### src/ctc_pkg.sv
// Package for the C token classifier: item and result types, lexer modes,
// character constants, keyword table and operator lookup functions.
// No dependencies.
`timescale 1ns / 1ps

package ctc_pkg;

    localparam int MATCH_BUFFER_BYTES_DEF = 8;
    localparam int LENGTH_LIMIT_DEF       = 255;
    localparam int MID_DEPTH              = 4;
    localparam int OUT_DEPTH              = 4;
    localparam int KW_COUNT               = 32;
    localparam int KW_MAX_LEN             = 8;

    localparam logic [7:0] CH_UNDERSCORE = 8'h5F;
    localparam logic [7:0] CH_STAR       = 8'h2A;
    localparam logic [7:0] CH_NEWLINE    = 8'h0A;
    localparam logic [7:0] CH_SLASH      = 8'h2F;
    localparam logic [7:0] CH_QUOTE      = 8'h22;
    localparam logic [7:0] CH_SPACE      = 8'h20;
    localparam logic [7:0] CH_TAB        = 8'h09;

    typedef enum logic [2:0] {
        CLS_NUMBER      = 3'd0,
        CLS_KEYWORD     = 3'd1,
        CLS_IDENT       = 3'd2,
        CLS_BAD_IDENT   = 3'd3,
        CLS_STRING      = 3'd4,
        CLS_OPEN_STRING = 3'd5,
        CLS_OPERATOR    = 3'd6
    } t_tok_class;

    typedef enum logic [2:0] {
        MODE_IDLE   = 3'd0,
        MODE_WORD   = 3'd1,
        MODE_OPER   = 3'd2,
        MODE_STRING = 3'd3,
        MODE_LINE   = 3'd4,
        MODE_BLOCK  = 3'd5,
        MODE_STAR   = 3'd6
    } t_mode;

    typedef struct packed {
        logic [7:0] code;
        logic       eoi;
        logic       blank;
        logic       quote;
        logic       op;
        logic       digit;
        logic       wordc;
    } t_byte_item;

    typedef struct packed {
        t_tok_class cls;
        logic [7:0] first;
        logic [7:0] len;
    } t_token;

    typedef struct packed {
        logic idle;
        logic count_zero;
    } t_back_stat;

    localparam logic [63:0] KW_TEXT [KW_COUNT] = '{
        "auto", "break", "case", "char", "const", "continue", "default", "do",
        "double", "else", "enum", "extern", "float", "for", "goto", "if",
        "int", "long", "register", "return", "short", "signed", "sizeof", "static",
        "struct", "switch", "typedef", "union", "unsigned", "void", "volatile", "while"
    };

    localparam logic [3:0] KW_LEN [KW_COUNT] = '{
        4'd4, 4'd5, 4'd4, 4'd4, 4'd5, 4'd8, 4'd7, 4'd2,
        4'd6, 4'd4, 4'd4, 4'd6, 4'd5, 4'd3, 4'd4, 4'd2,
        4'd3, 4'd4, 4'd8, 4'd6, 4'd5, 4'd6, 4'd6, 4'd6,
        4'd6, 4'd6, 4'd7, 4'd5, 4'd8, 4'd4, 4'd8, 4'd5
    };

    function automatic logic is_op_byte(input logic [7:0] c);
        logic r;
        case (c)
            "(", ")", "{", "}", "[", "]", ".", "+", "-", "/", "*", "%", "\\",
            "=", "<", ">", "&", "|", "^", "~", "!", ";", ",", "?", ":": r = 1'b1;
            default: r = 1'b0;
        endcase
        return r;
    endfunction

    function automatic logic is_op_pair(input logic [7:0] a, input logic [7:0] b);
        logic r;
        case ({a, b})
            "++", "--", "+=", "-=", "*=", "/=", "%=", "==",
            "<=", ">=", "!=", "<<", ">>", "||", "&&", "->": r = 1'b1;
            default: r = 1'b0;
        endcase
        return r;
    endfunction

    // bytes: byte 0 in bits [7:0]; n: bytes in the word, 1 to 8
    function automatic logic is_keyword(input logic [63:0] bytes, input logic [3:0] n);
        logic [63:0] w;
        logic        hit;
        w   = '0;
        hit = 1'b0;
        for (int i = 0; i < KW_MAX_LEN; i++) begin
            if (4'(i) < n) begin
                w = {w[55:0], bytes[i*8 +: 8]};
            end
        end
        for (int k = 0; k < KW_COUNT; k++) begin
            if (w == KW_TEXT[k] && n == KW_LEN[k]) begin
                hit = 1'b1;
            end
        end
        return hit;
    endfunction

endpackage

### src/ctc_fifo.sv
// Small synchronous queue with registered storage and fall-through head.
// Depends on nothing; used between front and back and on the result side.
`timescale 1ns / 1ps

module ctc_fifo #(
    parameter int WIDTH = 8,
    parameter int DEPTH = 4
) (
    input  logic             i_clk,
    input  logic             i_rst_n,
    input  logic             i_push,
    input  logic [WIDTH-1:0] i_data,
    output logic             o_full,
    input  logic             i_pop,
    output logic             o_empty,
    output logic [WIDTH-1:0] o_data
);

    localparam int AW = (DEPTH > 1) ? $clog2(DEPTH) : 1;
    localparam int CW = $clog2(DEPTH + 1);

    logic [WIDTH-1:0] r_mem [DEPTH];
    logic [AW-1:0]    r_wr, n_wr;
    logic [AW-1:0]    r_rd, n_rd;
    logic [CW-1:0]    r_cnt, n_cnt;
    logic             w_push, w_pop;

    assign o_full  = (r_cnt == CW'(DEPTH));
    assign o_empty = (r_cnt == '0);
    assign o_data  = r_mem[r_rd];
    assign w_push  = i_push && !o_full;
    assign w_pop   = i_pop && !o_empty;

    always_comb begin
        n_wr  = r_wr;
        n_rd  = r_rd;
        n_cnt = r_cnt;
        if (w_push) begin
            n_wr = (r_wr == AW'(DEPTH - 1)) ? '0 : r_wr + 1'b1;
        end
        if (w_pop) begin
            n_rd = (r_rd == AW'(DEPTH - 1)) ? '0 : r_rd + 1'b1;
        end
        case ({w_push, w_pop})
            2'b10:   n_cnt = r_cnt + 1'b1;
            2'b01:   n_cnt = r_cnt - 1'b1;
            default: n_cnt = r_cnt;
        endcase
    end

    always_ff @(posedge i_clk) begin
        if (!i_rst_n) begin
            r_wr  <= '0;
            r_rd  <= '0;
            r_cnt <= '0;
        end else begin
            r_wr  <= n_wr;
            r_rd  <= n_rd;
            r_cnt <= n_cnt;
        end
    end

    always_ff @(posedge i_clk) begin
        if (w_push) begin
            r_mem[r_wr] <= i_data;
        end
    end

endmodule

### src/ctc_front.sv
// Front part: classifies each accepted source byte for the lexer.
// Depends on ctc_pkg.
`timescale 1ns / 1ps

module ctc_front
    import ctc_pkg::*;
(
    input  logic       i_push,
    input  logic [7:0] i_char_code,
    input  logic       i_end_of_input,
    output logic       o_push,
    output t_byte_item o_item
);

    logic w_digit, w_alpha;

    assign w_digit = (i_char_code >= "0") && (i_char_code <= "9");
    assign w_alpha = ((i_char_code >= "A") && (i_char_code <= "Z")) ||
                     ((i_char_code >= "a") && (i_char_code <= "z"));

    assign o_push       = i_push;
    assign o_item.code  = i_char_code;
    assign o_item.eoi   = i_end_of_input;
    assign o_item.blank = (i_char_code == CH_SPACE) || (i_char_code == CH_TAB) ||
                          (i_char_code == CH_NEWLINE);
    assign o_item.quote = (i_char_code == CH_QUOTE);
    assign o_item.op    = is_op_byte(i_char_code);
    assign o_item.digit = w_digit;
    assign o_item.wordc = w_alpha || w_digit || (i_char_code == CH_UNDERSCORE);

endmodule

### src/ctc_back.sv
// Back part: lexer state machine, token buffer and keyword match.
// Consumes classified bytes and produces finished tokens. Depends on ctc_pkg.
`timescale 1ns / 1ps

module ctc_back
    import ctc_pkg::*;
#(
    parameter int MATCH_BUFFER_BYTES = MATCH_BUFFER_BYTES_DEF,
    parameter int LENGTH_LIMIT       = LENGTH_LIMIT_DEF
) (
    input  logic       i_clk,
    input  logic       i_rst_n,
    input  logic       i_valid,
    input  t_byte_item i_item,
    output logic       o_res_push,
    output t_token     o_res,
    output t_back_stat o_stat
);

    localparam int CW = $clog2(LENGTH_LIMIT + 1);
    localparam int IW = $clog2(MATCH_BUFFER_BYTES);

    t_mode       r_mode, n_mode;
    logic [7:0]  r_buf [MATCH_BUFFER_BYTES];
    logic [CW-1:0] r_count, n_count;
    logic        r_digits, n_digits;
    logic        r_ident, n_ident;

    logic          w_we;
    logic [IW-1:0] w_widx;
    logic [7:0]    w_wdata;
    logic [63:0]   w_kw_bytes;
    logic          w_kw;
    t_tok_class    w_word_cls;
    logic [CW-1:0] w_take_count;
    logic          w_take_wr;
    logic          w_start;
    logic [7:0]    c;

    assign c = i_item.code;

    always_comb begin
        for (int i = 0; i < KW_MAX_LEN; i++) begin
            w_kw_bytes[i*8 +: 8] = r_buf[i];
        end
    end

    assign w_kw = (r_count != '0) && (32'(r_count) <= KW_MAX_LEN) &&
                  is_keyword(w_kw_bytes, 4'(r_count));

    always_comb begin
        if (r_digits) begin
            w_word_cls = CLS_NUMBER;
        end else if (w_kw) begin
            w_word_cls = CLS_KEYWORD;
        end else if (r_ident) begin
            w_word_cls = CLS_IDENT;
        end else begin
            w_word_cls = CLS_BAD_IDENT;
        end
    end

    assign w_take_count = (r_count < CW'(LENGTH_LIMIT)) ? r_count + 1'b1 : r_count;
    assign w_take_wr    = (32'(r_count) < MATCH_BUFFER_BYTES);

    always_comb begin
        n_mode     = r_mode;
        n_count    = r_count;
        n_digits   = r_digits;
        n_ident    = r_ident;
        w_we       = 1'b0;
        w_widx     = IW'(r_count);
        w_wdata    = c;
        w_start    = 1'b0;
        o_res_push = 1'b0;
        o_res      = '{cls: CLS_OPERATOR, first: r_buf[0], len: 8'(r_count)};
        if (i_valid) begin
            if (i_item.eoi) begin
                case (r_mode)
                    MODE_WORD: begin
                        o_res_push = 1'b1;
                        o_res.cls  = w_word_cls;
                    end
                    MODE_OPER: begin
                        o_res_push = 1'b1;
                    end
                    MODE_STRING: begin
                        o_res_push  = 1'b1;
                        o_res.cls   = CLS_OPEN_STRING;
                        o_res.first = CH_QUOTE;
                    end
                    default: o_res_push = 1'b0;
                endcase
                n_mode   = MODE_IDLE;
                n_count  = '0;
                n_digits = 1'b0;
                n_ident  = 1'b0;
            end else begin
                case (r_mode)
                    MODE_LINE: begin
                        if (c == CH_NEWLINE) begin
                            n_mode = MODE_IDLE;
                        end
                    end
                    MODE_BLOCK: begin
                        if (c == CH_STAR) begin
                            n_mode = MODE_STAR;
                        end
                    end
                    MODE_STAR: begin
                        if (c == CH_SLASH) begin
                            n_mode = MODE_IDLE;
                        end else if (c != CH_STAR) begin
                            n_mode = MODE_BLOCK;
                        end
                    end
                    MODE_STRING: begin
                        w_we    = w_take_wr;
                        n_count = w_take_count;
                        if (i_item.quote) begin
                            o_res_push  = 1'b1;
                            o_res.cls   = CLS_STRING;
                            o_res.first = CH_QUOTE;
                            o_res.len   = 8'(w_take_count);
                            n_mode      = MODE_IDLE;
                            n_count     = '0;
                            n_digits    = 1'b0;
                            n_ident     = 1'b0;
                        end
                    end
                    MODE_WORD: begin
                        if (i_item.blank || i_item.op) begin
                            o_res_push = 1'b1;
                            o_res.cls  = w_word_cls;
                            w_start    = 1'b1;
                        end else begin
                            if (!i_item.digit) begin
                                n_digits = 1'b0;
                            end
                            if (!i_item.wordc) begin
                                n_ident = 1'b0;
                            end
                            w_we    = w_take_wr;
                            n_count = w_take_count;
                        end
                    end
                    MODE_OPER: begin
                        if (r_count == CW'(1) && r_buf[0] == CH_SLASH &&
                            (c == CH_SLASH || c == CH_STAR)) begin
                            n_mode  = (c == CH_SLASH) ? MODE_LINE : MODE_BLOCK;
                            n_count = '0;
                        end else if (r_count == CW'(1) && is_op_pair(r_buf[0], c)) begin
                            w_we    = w_take_wr;
                            n_count = w_take_count;
                        end else begin
                            o_res_push = 1'b1;
                            w_start    = 1'b1;
                        end
                    end
                    default: w_start = 1'b1;
                endcase
                if (w_start) begin
                    n_digits = 1'b0;
                    n_ident  = 1'b0;
                    if (i_item.blank) begin
                        n_mode  = MODE_IDLE;
                        n_count = '0;
                    end else begin
                        w_we    = 1'b1;
                        w_widx  = '0;
                        n_count = CW'(1);
                        if (i_item.quote) begin
                            n_mode = MODE_STRING;
                        end else if (i_item.op) begin
                            n_mode = MODE_OPER;
                        end else begin
                            n_mode   = MODE_WORD;
                            n_digits = i_item.digit;
                            n_ident  = i_item.wordc && !i_item.digit;
                        end
                    end
                end
            end
        end
    end

    always_ff @(posedge i_clk) begin
        if (!i_rst_n) begin
            r_mode   <= MODE_IDLE;
            r_count  <= '0;
            r_digits <= 1'b0;
            r_ident  <= 1'b0;
        end else begin
            r_mode   <= n_mode;
            r_count  <= n_count;
            r_digits <= n_digits;
            r_ident  <= n_ident;
        end
    end

    always_ff @(posedge i_clk) begin
        if (w_we) begin
            r_buf[w_widx] <= w_wdata;
        end
    end

    assign o_stat.idle       = (r_mode == MODE_IDLE);
    assign o_stat.count_zero = (r_count == '0);

endmodule

### src/c_token_classifier.sv
// C token classifier, top level: front classifier, middle queue, lexer back
// part and result queue. Depends on ctc_pkg, ctc_fifo, ctc_front, ctc_back.
//
// Use: push one source byte per cycle on i_char_code while o_full is low; set
// i_end_of_input with a push to flush the pending token and return to idle.
// Finished tokens leave through a queue: while o_empty is low the oldest
// token sits on o_token_class, o_first_char and o_token_length, and i_pop
// takes it. Comments and blanks produce no token.
// Path: a pushed byte is stored in the middle queue; the lexer takes it from the
// queue head and writes any token it closes into the result queue (o_empty low).
// Throughput: one byte per cycle while the result queue is not full; the lexer
// state register closes its loop with the 32 keyword and 16 operator pair
// compares in parallel.
// When the receiver stalls, the result queue fills, the lexer holds, the
// middle queue fills and o_full rises; nothing is lost.
// Reset (synchronous, i_rst_n low): both queues empty, lexer idle, counts
// and flags zero. No clearing pass.
`timescale 1ns / 1ps

module c_token_classifier
    import ctc_pkg::*;
#(
    parameter int MATCH_BUFFER_BYTES = MATCH_BUFFER_BYTES_DEF,
    parameter int LENGTH_LIMIT       = LENGTH_LIMIT_DEF
) (
    input  logic       i_clk,
    input  logic       i_rst_n,
    input  logic       i_push,
    output logic       o_full,
    input  logic [7:0] i_char_code,
    input  logic       i_end_of_input,
    output logic       o_empty,
    input  logic       i_pop,
    output logic [2:0] o_token_class,
    output logic [7:0] o_first_char,
    output logic [7:0] o_token_length
);

    logic       w_front_push;
    t_byte_item w_front_item;
    logic       w_mid_empty;
    t_byte_item w_mid_item;
    logic       w_item_pop;
    logic       w_out_full;
    logic       w_res_push;
    t_token     w_res;
    t_token     w_head;
    t_back_stat w_stat;

    ctc_front u_front (
        .i_push         (i_push),
        .i_char_code    (i_char_code),
        .i_end_of_input (i_end_of_input),
        .o_push         (w_front_push),
        .o_item         (w_front_item)
    );

    ctc_fifo #(
        .WIDTH ($bits(t_byte_item)),
        .DEPTH (MID_DEPTH)
    ) u_mid_q (
        .i_clk   (i_clk),
        .i_rst_n (i_rst_n),
        .i_push  (w_front_push),
        .i_data  (w_front_item),
        .o_full  (o_full),
        .i_pop   (w_item_pop),
        .o_empty (w_mid_empty),
        .o_data  (w_mid_item)
    );

    assign w_item_pop = !w_mid_empty && !w_out_full;

    ctc_back #(
        .MATCH_BUFFER_BYTES (MATCH_BUFFER_BYTES),
        .LENGTH_LIMIT       (LENGTH_LIMIT)
    ) u_back (
        .i_clk      (i_clk),
        .i_rst_n    (i_rst_n),
        .i_valid    (w_item_pop),
        .i_item     (w_mid_item),
        .o_res_push (w_res_push),
        .o_res      (w_res),
        .o_stat     (w_stat)
    );

    ctc_fifo #(
        .WIDTH ($bits(t_token)),
        .DEPTH (OUT_DEPTH)
    ) u_out_q (
        .i_clk   (i_clk),
        .i_rst_n (i_rst_n),
        .i_push  (w_res_push),
        .i_data  (w_res),
        .o_full  (w_out_full),
        .i_pop   (i_pop),
        .o_empty (o_empty),
        .o_data  (w_head)
    );

    assign o_token_class  = w_head.cls;
    assign o_first_char   = w_head.first;
    assign o_token_length = w_head.len;

    a_no_push_full: assert property (@(posedge i_clk) disable iff (!i_rst_n)
        w_res_push |-> !w_out_full)
        else $error("result pushed into full queue");

    a_push_needs_item: assert property (@(posedge i_clk) disable iff (!i_rst_n)
        w_res_push |-> w_item_pop)
        else $error("result produced without a consumed byte");

    a_eoi_idle: assert property (@(posedge i_clk) disable iff (!i_rst_n)
        (w_item_pop && w_mid_item.eoi) |=> (w_stat.idle && w_stat.count_zero))
        else $error("lexer not idle after end of input");

    a_class_range: assert property (@(posedge i_clk) disable iff (!i_rst_n)
        !o_empty |-> (o_token_class != 3'd7))
        else $error("result class out of range");

endmodule

### config.mk
export PLATFORM = sky130hd
export DESIGN_NAME = c_token_classifier
export DESIGN_NICKNAME = d
export VERILOG_FILES = /design/src/ctc_pkg.sv /design/src/ctc_fifo.sv /design/src/ctc_front.sv /design/src/ctc_back.sv /design/src/c_token_classifier.sv
export SDC_FILE = /design/constraint.sdc
export NUM_CORES = 1
export LEC_CHECK = 0
export BUFFER_PORTS_ARGS = -buffer_cell sky130_fd_sc_hd__buf_2
export CAP_MARGIN = 20
export CORE_ASPECT_RATIO = 1.5
export CORE_UTILIZATION = 55
export CTS_CLUSTER_DIAMETER = 80
export DETAILED_ROUTE_END_ITERATION = 6
export MAX_ROUTING_LAYER = met4
export PLACE_DENSITY = 0.71
export SLEW_MARGIN = 20
export SYNTH_ARGS = -nofsm -noshare
export SYNTH_HDL_FRONTEND = slang
export SYNTH_SLANG_ARGS = --single-unit
### constraint.sdc
create_clock -name i_clk -period 10.02 [get_ports i_clk]
set_clock_uncertainty 0.05 [all_clocks]
set_input_delay 0.501 -clock i_clk [delete_from_list [all_inputs] [get_ports i_clk]]
set_output_delay 0.501 -clock i_clk [all_outputs]
set_load 0.02 [all_outputs]
=== Word-level counts from Yosys, hierarchy flattened ===
Memory sizes are Yosys's and may differ from the RTL's. A register that Yosys moved wholly into a read port is not among the register bits.
Cells that the tools add are included.

* $add $sub $neg: 9
* $lt $le $gt $ge: 17
* Eq/ne operators: 116
* Muxes and demuxes: 136
* Reduce and logical (&&, ||, !) cells: 74

{| class="wikitable"
|+ Operator list
! kind !! count
|-
| equality test 64 x 31 -> 1 bit, second input constant || 8
|-
| equality test 64 x 47 -> 1 bit, second input constant || 8
|-
| equality test 64 x 39 -> 1 bit, second input constant || 6
|-
| equality test 64 x 63 -> 1 bit, second input constant || 4
|-
| equality test 16 x 14 -> 1 bit, second input constant || 15
|-
| equality test 8 x 6 -> 1 bit, second input constant || 22
|-
| equality test 64 x 15 -> 1 bit, second input constant || 2
|-
| equality test 64 x 23 -> 1 bit, second input constant || 2
|-
| equality test 64 x 55 -> 1 bit, second input constant || 2
|-
| two-way mux 8 bit || 10
|-
| two-way mux 1 bit || 78
|-
| equality test 8 x 7 -> 1 bit, second input constant || 9
|-
| two-way mux 64 bit || 1
|-
| two-way mux 56 bit || 1
|-
| two-way mux 3 bit || 16
|-
| two-way mux 48 bit || 1
|-
| logical AND 1 bit || 46
|-
| two-way mux 40 bit || 1
|-
| two-way mux 16 bit || 2
|-
| two-way mux 32 bit || 1
|-
| OR reduction 25 bit || 1
|-
| equality test 8 x 4 -> 1 bit, second input constant || 3
|-
| two-way mux 24 bit || 1
|-
| case mux 3 bit (2 select lines) || 4
|-
| other kinds (50) || 108
|}

* Flip-flop bits (word level): 27
* Memory bits (writable): 196
* Input bits: 13
* Output and inout port bits: 21
* Word-level logic and storage cells: 365
* Memories kept: 3

{| class="wikitable"
|+ Memories
! memory !! words !! width !! read ports !! clocked after Yosys merged registers in !! wr ports !! line !! source
|-
| u_out_q.r_mem || 4 || 19 || 1 || 1 || 1 || ctc_fifo.sv:22 || <nowiki>logic [WIDTH-1:0] r_mem [DEPTH];</nowiki>
|-
| u_back.r_buf || 8 || 8 || 8 || 0 || 1 || ctc_back.sv:24 || <nowiki>logic [7:0] r_buf [MATCH_BUFFER_BYTES];</nowiki>
|-
| u_mid_q.r_mem || 4 || 14 || 1 || 1 || 1 || ctc_fifo.sv:22 ||
|}

=== Depth between registers and ports, before layout ===
Gate-level depths: netlist of the first run.

* Word-level depth: 50
* Mapped depth: 21
* Depth with buffers taken out: 16

=== Modules after synthesis ===
From an unflattened synthesis of the first run, not the netlist that was laid out.

* Cells, all modules: 1662
* Area total of the unflattened synthesis: 15995.3 sq um

{| class="wikitable"
|+ Modules (own cells, without submodules)
! module !! times used !! cells an instance !! area an instance (sq um) !! sequential area each (sq um)
|-
| ctc_back || 1 || 1337 || 9889.5 || 2182.1
|-
| ctc_fifo at u_out_q || 1 || 155 || 3279.4 || 2462.4
|-
| ctc_fifo at u_mid_q || 1 || 129 || 2542.4 || 1861.8
|-
| ctc_front || 1 || 40 || 280.3 || 0.0
|-
| c_token_classifier || 1 || 1 || 3.8 || 0.0
|}

=== Worst setup path after synthesis of the first run ===
No wires, ideal clock.

* Path kind: reg2reg
* Start: reg u_back.r_count[1]
* End: mem u_out_q.r_mem[0][16] (netlist bit), data pin
* Library setup time: 0.263 ns
* Data arrival time: 4.144 ns
* Data required time: 9.707 ns
* Slack: 5.563 ns
* Cell stages (with the launch flop): 20
* Buffers on the path: 5
* Clock period less this slack: 4.457 ns
* Cells stage by stage: dfxtp_1 > buf_6 > buf_2 > clkinv_1 > buf_2 > ha_1 > buf_4 > buf_2 > nor3b_1 > o311ai_1 > o2111ai_1 > a221o_1 > and2_1 > nand3b_1 > or3_1 > or4_1 > o221ai_2 > a2111o_1 > or4_1 > a21o_1

{| class="wikitable"
|+ RTL lines
! item !! line !! source
|-
| start, declared || ctc_back.sv:25 || <nowiki>logic [CW-1:0] r_count, n_count;</nowiki>
|-
| start signal, assigned || ctc_back.sv:195 || <nowiki>r_count <= n_count;</nowiki>
|-
| end, declared || ctc_fifo.sv:22 ||
|}

==> results of run 1 <==
-- state kept, by name, indices dropped and copies added, names as in the netlist, 3 cells and up, named ones only --
register and flops:
u_back.r_count 8, u_back.r_mode 3, u_mid_q.r_cnt 3, u_out_q.r_mem 76
u_back.r_buf 64, u_mid_q.r_mem 56, u_out_q.r_cnt 3
-- power by group --
| group | switching, mW | internal, mW |
|---|---|---|
| sequential | 0.0992 | 1.15 |
| combinational | 0.544 | 0.275 |
| clock | 0.337 | 0.408 |
| total | 0.980 | 1.83 |
-- per-stage QoR --
stage                     setup slack, ns  hold WS (ns)  power [mW]  instances
after floorplan                      5.56         0.404        1.80       1506
after global placement               3.81         0.414        2.02       1790
after detailed placement             3.67         0.426        2.04       1790
after CTS                            3.66         0.165        2.78       1827
after global routing                 3.24         0.168        2.90       1832
final                                3.39         0.174        2.81       1832
-- layer usage --
layer,GRT usage [%],up-vias,share of wire (%)
li1,-,5821,-
met1,47.3,6447,33
met2,69.3,978,47
met3,12.1,405,10
met4,36.0,0,10
met5,-,-,0
-- cell type report --
class / count / area share [%]
multi-input combinational: 1125 / 49.2
sequential: 227 / 41.0
clock buffer: 30 / 3.67
tap: 337 / 2.65
timing repair buffer: 52 / 1.94
inverter: 49 / 1.16
clock inverter: 7 / 0.323
antenna: 5 / 0.0787
-- logic make-up after synthesis --
group           count (synthesis)  synth area share [%]
mux                            56                  6.46
flops                         227                  43.1
fa+ha+maj                      18                  1.59
compound gates                396                  19.2
simple gates                  644                  23.8
buf+inv                       154                  5.17
xor+xnor                       11                 0.688
-- worst max-delay path: stages, from the launching register on --
cell and delay [ns]:
dfxtp_2 0.56, clkinv_1 0.71, ha_2 0.60, buf_4 0.37, nand2b_1 0.27, a221oi_2 0.49, nand2_1 0.44, a211oi_2 0.71
nand4b_1 0.45, or3_1 0.49, or4_1 0.58, o221ai_2 0.09, a2111o_1 0.17, or4_1 0.18, a21oi_1 0.14
-- cells in the mapped netlist, types with 10 or more instances --
cell type  instances
or4_1             14
nor2b_1           34
nor4_1            31
a31oi_1           19
edfxtp_1         196
o211ai_1          17
buf_6             15
nor3_1            47
clkbuf_1          35
nand4b_1          13
o31ai_1           15
o32ai_1           10
nand3_1           60
mux2_2            10
a221oi_1          13
nand2b_1          33
and2_1            26
nand2_1          125
a21o_1            18
nor2_1           118
nand3b_1          15
o22ai_1           18
mux2i_1           13
mux4_2            32
dfxtp_1           31
or3_1             18
ha_1              16
and3_1            15
a211oi_1          13
a21oi_1           71
buf_2             41
nand4_1           21
o21ai_0           63
inv_1             45
buf_4             10
-- worst paths after layout --
check               startpoint              endpoint  slack, ns
max          u_back.r_count[1]  u_out_q.r_mem[2][17]       3.39
min             i_end_of_input   u_mid_q.r_mem[0][5]       0.17
max reg2reg  u_back.r_count[1]  u_out_q.r_mem[2][17]       3.39
min reg2reg    u_mid_q.r_rd[1]       u_mid_q.r_rd[1]       0.43
-- placed cells by master (no fill, tap or decap), types with 17 or more instances in the layout --
master | Yosys | final
dfxtp_1 | 31 | 28
a21oi_1 | 71 | 71
nor3_1 | 47 | 47
o211ai_1 | 17 | 17
nor2b_1 | 34 | 34
nand4_1 | 21 | 21
edfxtp_1 | 196 | 196
nand3_1 | 60 | 60
mux4_2 | 32 | 32
or3_1 | 18 | 18
nand2_1 | 125 | 125
buf_4 | 10 | 19
a21o_1 | 18 | 18
nor2_1 | 118 | 118
o21ai_0 | 63 | 62
inv_1 | 45 | 45
nand2b_1 | 33 | 33
nor4_1 | 31 | 31
buf_2 | 41 | 33
clkbuf_16 | 0 | 21
a31oi_1 | 19 | 19
and2_1 | 26 | 26
o22ai_1 | 18 | 18
==> out/metrics.yaml, run 1 <==
min_path:
  worstHoldPathType: "in2reg"
  holdPathStages: 1
placed_design:
  place.gp.congestion: 1.07
  dpl_cell_area_sq_um: 15200
  hpwl_mm: 42.1
  io_buffers: 33
drt:
  finalWirelength_mm: 59.0
  route.detailed.drc: 0
  dr.pass1.iters: 6
  via_per_inst: 7.45
  routedWlPerCell_um: 32.2
  ant_nets: 0
  vias: 13700
  drt_iter0_markers: 2042
critical_path:
  crit_required_ns: 10.21
  endpoint_kind: "flop"
  crit_fanout: 57
  critical_path_class: "reg2reg"
  reg2reg_depth: 14
  cp.arrival_ns: 6.82
  cp-start-kind: "flop"
synth:
  ys_warn_count: 0
  yosysTopAreaCell: "edfxtp_1"
  syn-instance-count: 1506
  ys_seq_area_share_pct: 43.1
  synth_area_sq_um: 15100
  synth_cell_types: 118
  synth_top_area_share_pct: 39.0
  synthesis.nets: 1537
  syn_area_per_cell_sq_um: 10.0
  synth_edf_count: 196
  synthArstFlopShare_pct: 0
  synth_flop_cell: "edfxtp_1"
  ys_top_cells_by_area: "edfxtp_1 (39%), mux4_2 (4.8%), dfxtp_1 (4.1%)"
  synth_seq_cells: 227
finish:
  multi_input_area_sq_um: 7820
  fin_nets: 1507
  postLayoutCellArea_sq_um: 15900
  seqCellArea_sq_um: 6510
  num-fill-cells: 2176
  syn_to_final_growth_pct: 5.27
  utilization_pct: 59.4
  layout-drive-gt1-share_pct: 12.9
cts:
  hold_buffers: 0
  path_clk_slew_ns: 0.07
  postCtsSetupRepairBufs: 0
  cts_tree: "yes"
  clkSinkCount: 227
  numCtsBuffers: 21
  clk_path_buf_depth: 3
  clk-insertion-delay-late_ns: 0.52
  cts_root_buf: "clkbuf_16"
  cts_resized: 0
  htreeDepth: 1
sta:
  rsz0062_at_grt: "no"
  fmax_mhz: 151
  finalHoldViolCount: 0
  min_period_ns: 6.63
  final.setup.tns_ns: 0
  slew_headroom_pct: 27.1
  maxSlewViolCount: 0
  worst_pin_slew_ns: 1.09
  fin_crit_sh_pct: 66.2
  setup_viol: 0
die:
  die_w_um: 137
  die_h_um: 205
  die-area_sq_um: 28100
  start_util_pct: 56.4
  num_rows: 73
  ios: 34
  core_area_sq_um: 26800
run:
  max_cap_viol_count: 0
global_routing:
  antenna_found_initial: 5
  grt_pass1_vias: 13200
  grt_pass1_wl_mm: 86.2
  grtUsageTotal_pct: 44.6
  grt_overflow_total: 0
  grt_max_degree: 75
power_and_ir_drop:
  vdd_drop_max_v: 0.000266
  power_density_nw_per_um2: 177
  leakage_nw: 5.07
run_status:
  outcome: "completed"
No activity file was read; power rests on OpenSTA's default activity.
==> inputs of run 2 (changes only) <==
Clock period 10.02 ns to 6.6 ns, I/O delays scaled along.
==> run 2 against run 1 <==
Compared with the run above: the flow now finishes with violations (DRC); non-clock buffer count is 19 higher; sequential cell count stayed put; clock power increased by 80%; critical path depth is the same; worst hold slack lost 0.16 ns; register-to-register slack worse by 2.6 ns; worst setup slack got worse by 2.6 ns; sequential share of layout area is 0.81 points lower; maximum frequency is 14% higher; combinational power rose by 66%; critical path type unchanged.
==> out/metrics.yaml, run 2 (same netlist as run 1, synthesis figures left out) <==
cts:
  cts_tree: "yes"
  cts_root_buf: "clkbuf_16"
  cts_resized: 0  # unchanged
  clk_path_buf_depth: 3  # unchanged
  htreeDepth: 1  # unchanged
  clk-insertion-delay-late_ns: 0.54  # +0.02 ns
  numCtsBuffers: 22  # +4.8%
  clkSinkCount: 227  # unchanged
  path_clk_slew_ns: 0.07  # about the same
critical_path:
  crit_chain: "inv_1 > ha_2 > nor2b_1 > a221oi_1 > o221a_2 > or3_1 > a31oi_1 > nand3_1 > or3_1 > or3_1 > o41ai_1 > o2bb2ai_1 > or4_1 > a21oi_1"
  crit_path_frequent_cell: "or3_1"
  critPathTopFamily: "simple AND/OR/NAND/NOR gates"
  crit_buf_inv: 1  # -1
  slowest_delay_ns: 0.72  # about the same
  cp.arrival_ns: 6.04  # -0.78 ns
  crit_required_ns: 6.81  # -3.40 ns
  critical_path_class: "reg2reg"
  endpoint_kind: "flop"
  cp-start-kind: "flop"
  crit_fanout: 7  # -88%
  critPathSlowestCell: "nor2b_1"
drt:
  finalWirelength_mm: 64.9  # +10%
  route.detailed.drc: 3  # +3
  drt_iter0_markers: 2116  # +3.6%
  dr.pass1.iters: 7  # +1
  vias: 14500  # +6.2%
  routedWlPerCell_um: 35.0  # +8.7%
  via_per_inst: 7.82  # +5.0%
  ant_nets: 0  # unchanged
run_status:
  violations: "DRC"
  outcome: "finished with violations"
sta:
  fin_crit_sh_pct: 88.3  # +22 points
  setup_viol: 0  # unchanged
  maxSlewViolCount: 0  # unchanged
  worst_pin_slew_ns: 1.28  # +0.189 ns
  min_period_ns: 5.83  # -0.806 ns
  fmax_mhz: 172  # +14%
  slew_headroom_pct: 13.1  # -14 points
  final.setup.tns_ns: 0  # unchanged
  finalHoldViolCount: 0  # unchanged
  whs_ns: 0.0153  # -0.159 ns
  rsz0062_at_grt: "no"
placed_design:
  io_buffers: 33  # unchanged
  place.gp.congestion: 1.12  # +4.5%
  hpwl_mm: 45.3  # +7.6%
global_routing:
  grt_pass1_vias: 14100  # +6.8%
  grt_max_degree: 90  # +20%
  antenna_found_initial: 4  # -1
  grt_pass1_wl_mm: 94.8  # +10%
  grtUsageTotal_pct: 49.2  # +4.6 points
  grt_overflow_total: 0  # unchanged
die:
  core_area_sq_um: 26800  # unchanged
  die_h_um: 205  # unchanged
  num_rows: 73  # unchanged
  ios: 34  # unchanged
  die-area_sq_um: 28100  # unchanged
  start_util_pct: 56.4  # unchanged
  die_w_um: 137  # unchanged
power_and_ir_drop:
  leakage_nw: 5.24  # +3.4%
  vdd_drop_max_v: 0.000305  # +15%
  power_density_nw_per_um2: 283  # +60%
finish:
  final_common_cell: "edfxtp_1"
  syn_to_final_growth_pct: 7.38
  layout-drive-gt1-share_pct: 14.5  # +1.6 points
  reg.largest.list: "u_out_q.r_mem: 76 flops, u_back.r_buf: 64 flops, u_mid_q.r_mem: 56 flops"
  fin_nets: 1527  # +1.3%
  final_cell_mix: "edfxtp_1 (196), nand2_1 (125), nor2_1 (118), a21oi_1 (71), o21ai_0 (61)"
  max_flop_register: "u_out_q.r_mem"
  largest_reg_flops: 76  # unchanged
run:
  max_cap_viol_count: 0  # unchanged
min_path:
  worstHoldPathType: "in2reg"
==> run 2: changes by cell type in the layout (fill, tap and decap cells not counted), sizes merged <==
cell,change
diode,-1
inv,+1
clkinv,+4
clkbuf,-5
bufinv,+3
dlygate4sd3,+1
buf,+18
==> run 2: area by class of cell <==
cell class,count,area (sq um)
tap,337,422
timing repair buffer,71,490
sequential,227,6510
inverter,49,184
antenna,4,10.0
fill,2118,10600
multi-input combinational,1125,7830
clock buffer,25,583
clock inverter,15,180
==> run 2: repair_timing <==
action	CTS	global route
hold endpoints to repair	4	0
buffers inserted	0	0
hold buffers	1	0
==> run 2: worst paths after layout <==
kind | from | to | slack, ns | depth (start not counted)
worst min register to register | u_mid_q.r_wr[1] | u_mid_q.r_wr[1] | 0.50 | 2
worst max register to register | u_back.r_count[0] | u_out_q.r_mem[3][17] | 0.77 | 14
worst min-delay path | i_char_code[7] | u_mid_q.r_mem[2][13] | 0.02 | 1
worst max-delay path | u_back.r_count[0] | u_out_q.r_mem[3][17] | 0.77 | 14
==> run 2: layer usage <==
| metal | track usage, % | up-vias | share of wire [%] |
|---|---|---|---|
| li1 | - | 5873 | - |
| met1 | 52.5 | 6831 | 32 |
| met2 | 75.5 | 1293 | 46 |
| met3 | 12.6 | 495 | 11 |
| met4 | 42.0 | 0 | 11 |
| met5 | - | - | 0 |
==> run 2: metrics by stage <==
stage / area [sq um] / worst slack, ns / power (mW) / utilization [%] / std cells
2_1_floorplan: 15100 / 2.14 / 2.73 / - / 1506
3_3_place_gp: 15400 / 1.32 / 3.11 / 57.6 / 1808
3_5_place_dp: 15400 / 1.33 / 3.17 / 57.6 / 1808
4_1_cts: 16200 / 1.31 / 4.50 / 60.5 / 1849
5_1_grt: 16200 / 0.654 / 4.67 / 60.6 / 1853
6_report: 16200 / 0.773 / 4.59 / 60.6 / 1853
==> run 2: where the power goes <==
| group | switching, mW | total (mW) | internal [mW] |
|---|---|---|---|
| registers | 0.145 | 1.88 | 1.74 |
| logic | 0.927 | 1.36 | 0.432 |
| clock network | 0.580 | 1.34 | 0.764 |
| total | 1.65 | 4.59 | 2.93 |
==> inputs of run 3 (changes only) <==
Settings changed: ABC_AREA set to 1, BUFFER_PORTS_ARGS -buffer_cell sky130_fd_sc_hd__buf_2 to not set, CTS_CLUSTER_SIZE set to 40, DONT_BUFFER_PORTS set to 1, PLACE_DENSITY 0.71 to 0.7.
==> run 3 against run 2 <==
Compared with the run above: the flow now finishes without violations; maximum frequency is 17% higher; design area is 3.4% lower; synthesized cell count is 34% higher; clock power is 51% lower; critical path type unchanged; critical path depth is 9 higher; non-clock buffer count is 35 lower; sequential cell count stayed put; global-route usage is 14 points lower; register-to-register slack better by 0.83 ns; sequential power is 6% higher; first-iteration DRC count is 48% lower.
==> out/metrics.yaml, run 3 <==
run_status:
  outcome: "completed"
power_and_ir_drop:
  leakage_nw: 6.17  # +18%
  swShare_pct: 57.3  # +21 points
  vdd_drop_max_v: 0.000453  # +48%
  p_total_mw: 8.43  # +84%
  power_frac_seq_pct: 23.8  # -17 points
  clockPowerShare_pct: 7.8  # -21 points
  p_comb_share_pct: 68.4  # +39 points
  p_int_mw: 3.59  # +22%
  switching_power_mw: 4.83  # +190%
  power_density_nw_per_um2: 538  # +90%
drt:
  route.detailed.drc: 0  # -3
  routedWlPerCell_um: 20.4  # -42%
  dr.pass1.iters: 6  # -1
  via_per_inst: 6.01  # -23%
  vias: 14000  # -3.3%
  finalWirelength_mm: 47.6  # -27%
  ant_nets: 0  # unchanged
  drt_iter0_markers: 1093  # -48%
sta:
  slew_headroom_pct: 33.1  # +20 points
  min_period_ns: 5.00  # -0.831 ns
  final.setup.tns_ns: 0  # unchanged
  fmax_mhz: 200  # +17%
  setup_viol: 0  # unchanged
  fin_crit_sh_pct: 75.7  # -13 points
  worst_pin_slew_ns: 0.997  # -0.286 ns
  finalHoldViolCount: 0  # unchanged
  maxSlewViolCount: 0  # unchanged
  rsz0062_at_grt: "no"
  whs_ns: 0.112  # +0.0966 ns
global_routing:
  antenna_found_initial: 2  # -2
  grt_pass1_vias: 13200  # -6.9%
  grt_pass1_wl_mm: 72.7  # -23%
  grt_overflow_total: 0  # unchanged
  grt_max_degree: 65  # -28%
  grtUsageTotal_pct: 35.6  # -14 points
placed_design:
  hpwl_mm: 36.9  # -19%
  io_buffers: 0  # -100%
  post-place-cells: 2307  # +28%
  dpl_cell_area_sq_um: 15300  # -0.71%
  place.gp.congestion: 1.05  # -5.9%
synth:
  synthesis.nets: 2048  # +33%
  yosysTopAreaCell: "edfxtp_1"
  synth_commonest_cells: "nand2_1 (500), nand3_1 (309), nor2_1 (282)"
  synth_top_area_share_pct: 38.9  # -0.11 points
  ys_seq_area_share_pct: 43.0  # -0.12 points
  ys_top_cells_by_area: "edfxtp_1 (39%), nand2_1 (12%), nand3_1 (10%)"
  synth_edf_count: 196  # unchanged
  synth_seq_cells: 227  # unchanged
  yosysMostFrequentCell: "nand2_1"
  synthArstFlopShare_pct: 0  # unchanged
  synth_cell_types: 64  # -46%
  syn_area_per_cell_sq_um: 7.51  # -25%
  syn-instance-count: 2017  # +34%
  synth_flop_cell: "edfxtp_1"
  ys_warn_count: 0  # unchanged
  synth_area_sq_um: 15100  # +0.27%
critical_path:
  crit_required_ns: 6.77  # -0.04 ns
  cp.arrival_ns: 5.17  # -0.87 ns
  critical_path_class: "reg2reg"
  cp-start-kind: "flop"
  crit_fanout: 35  # +28
  endpoint_kind: "flop"
finish:
  fin_nets: 2018  # +32%
  reg.largest.list: "u_out_q.r_mem: 76 flops, u_back.r_buf: 64 flops, u_mid_q.r_mem: 56 flops"
  finalNonFillerCells: 2333  # +26%
  largest_reg_flops: 76  # unchanged
  num-fill-cells: 2575  # +22%
  layout-drive-gt1-share_pct: 8.14  # -6.3 points
  final_common_cell: "nand2_1"
  postLayoutCellArea_sq_um: 15700  # -3.4%
  max_flop_register: "u_out_q.r_mem"
  syn_to_final_growth_pct: 3.49
  final_cell_mix: "nand2_1 (500), nand3_1 (309), nor2_1 (282), edfxtp_1 (196), inv_1 (164)"
cts:
  cts_tree: "yes"
  path_clk_slew_ns: 0.13  # +0.06 ns
  numCtsBuffers: 9  # -59%
  cts_root_buf: "clkbuf_16"
  clk-insertion-delay-late_ns: 0.49  # -0.05 ns
  clkSinkCount: 227  # unchanged
  postCtsSetupRepairBufs: 0  # unchanged
  htreeDepth: 1  # unchanged
  clk_path_buf_depth: 3  # unchanged
min_path:
  worstHoldPathType: "in2reg"
die:
  die-area_sq_um: 28200  # +0.27%
  core_area_sq_um: 27100  # +1.4%
  die_h_um: 205  # +0.13%
  die_w_um: 137  # +0.13%
  num_rows: 74  # +1.4%
  start_util_pct: 55.8  # -0.61 points
  ios: 34  # unchanged
run:
  max_cap_viol_count: 0  # unchanged
-- run 3: cell types whose count changed after synthesis, sizes merged, moves of 147 or more --
cell	before	now
inv	47	194
nand2	128	513
nand3	60	331
nor2	120	309
-- run 3: worst max-delay path, cell delays in order (launching register included) --
cell      delay [ns]
dfxtp_1         0.44
clkinv_1        0.33
ha_1            0.43
o21ai_4         0.16
buf_4           0.28
inv_4           0.22
or2_1           0.28
and2_1          0.17
nand2_1         0.08
nand2_1         0.06
nand2_1         0.08
a21oi_1         0.11
nor2_2          0.48
nand2_1         0.39
nor2_1          0.23
nand2_1         0.08
nand2_1         0.13
nand2_1         0.08
nand2_1         0.11
nand2_1         0.08
nand3_2         0.09
o21bai_2        0.12
nand2_1         0.10
nand3_1         0.12
-- run 3: cell type report --
type / instances / area (sq um) / share of cell area [%]
Multi-Input combinational cell: 1514 / 7420 / 47.4
Sequential cell: 227 / 6510 / 41.5
Inverter: 199 / 762 / 4.86
Tap cell: 342 / 428 / 2.73
Timing Repair Buffer: 36 / 292 / 1.86
Clock buffer: 12 / 236 / 1.51
Clock inverter: 1 / 16.3 / 0.104
Antenna cell: 2 / 5.00 / 0.0319
-- run 3: path summary, 6_finish.rpt --
| path | slack (ns) | to | startpoint | cells after the start |
|---|---|---|---|---|
| setup / recovery | 1.60 | u_out_q.r_mem[3][17] | u_back.r_count[0] | 23 |
| hold / removal | 0.11 | u_back.r_mode[1] | i_rst_n | 2 |
| setup reg to reg | 1.60 | u_out_q.r_mem[3][17] | u_back.r_count[0] | 23 |
| hold reg to reg | 0.45 | u_out_q.r_cnt[2] | u_out_q.r_cnt[2] | 2 |
-- run 3: cell families after synthesis --
logic type / synth area share [%]
AND/OR/NAND/NOR: 38.0
buffers and inverters: 8.14
AO/OA/AOI/OAI: 9.16
flip-flops: 43.0
adder cells (fa/ha/maj): 1.59
XOR/XNOR: 0.174
-- run 3: per-layer routing --
metal | wire (um) | part of all wire [%] | up-vias | track usage (%)
li1 | - | - | 6744 | -
met1 | 17500 | 37 | 6521 | 38.2
met2 | 24000 | 50 | 564 | 60.7
met3 | 2460 | 5.2 | 186 | 4.41
met4 | 3700 | 7.8 | 0 | 24.1
met5 | 0 | 0 | - | -
-- run 3: per-stage QoR --
step	setup slack, ns	util, %
after detailed placement	1.85	56.4
after CTS	1.83	57.7
after global placement	1.87	56.3
after floorplan	3.26	-
final	1.60	57.7
after global routing	1.31	57.7
-- run 3: timing repair --
item	in CTS	in global routing
hold buffers	10	0
setup endpoints to repair	0	0
endpoints found under the hold margin	57	0
resized for setup	0	0
-- run 3: power groups by stage --
stage	Sequential, mW	Clock [mW]	Combinational, mW
after detailed placement	2.03	0	5.59
after global routing	2.02	0.703	6.31
after floorplan	1.95	0	4.37
final	2.00	0.655	5.77
after global placement	2.03	0	5.56
after CTS	2.00	0.661	5.61
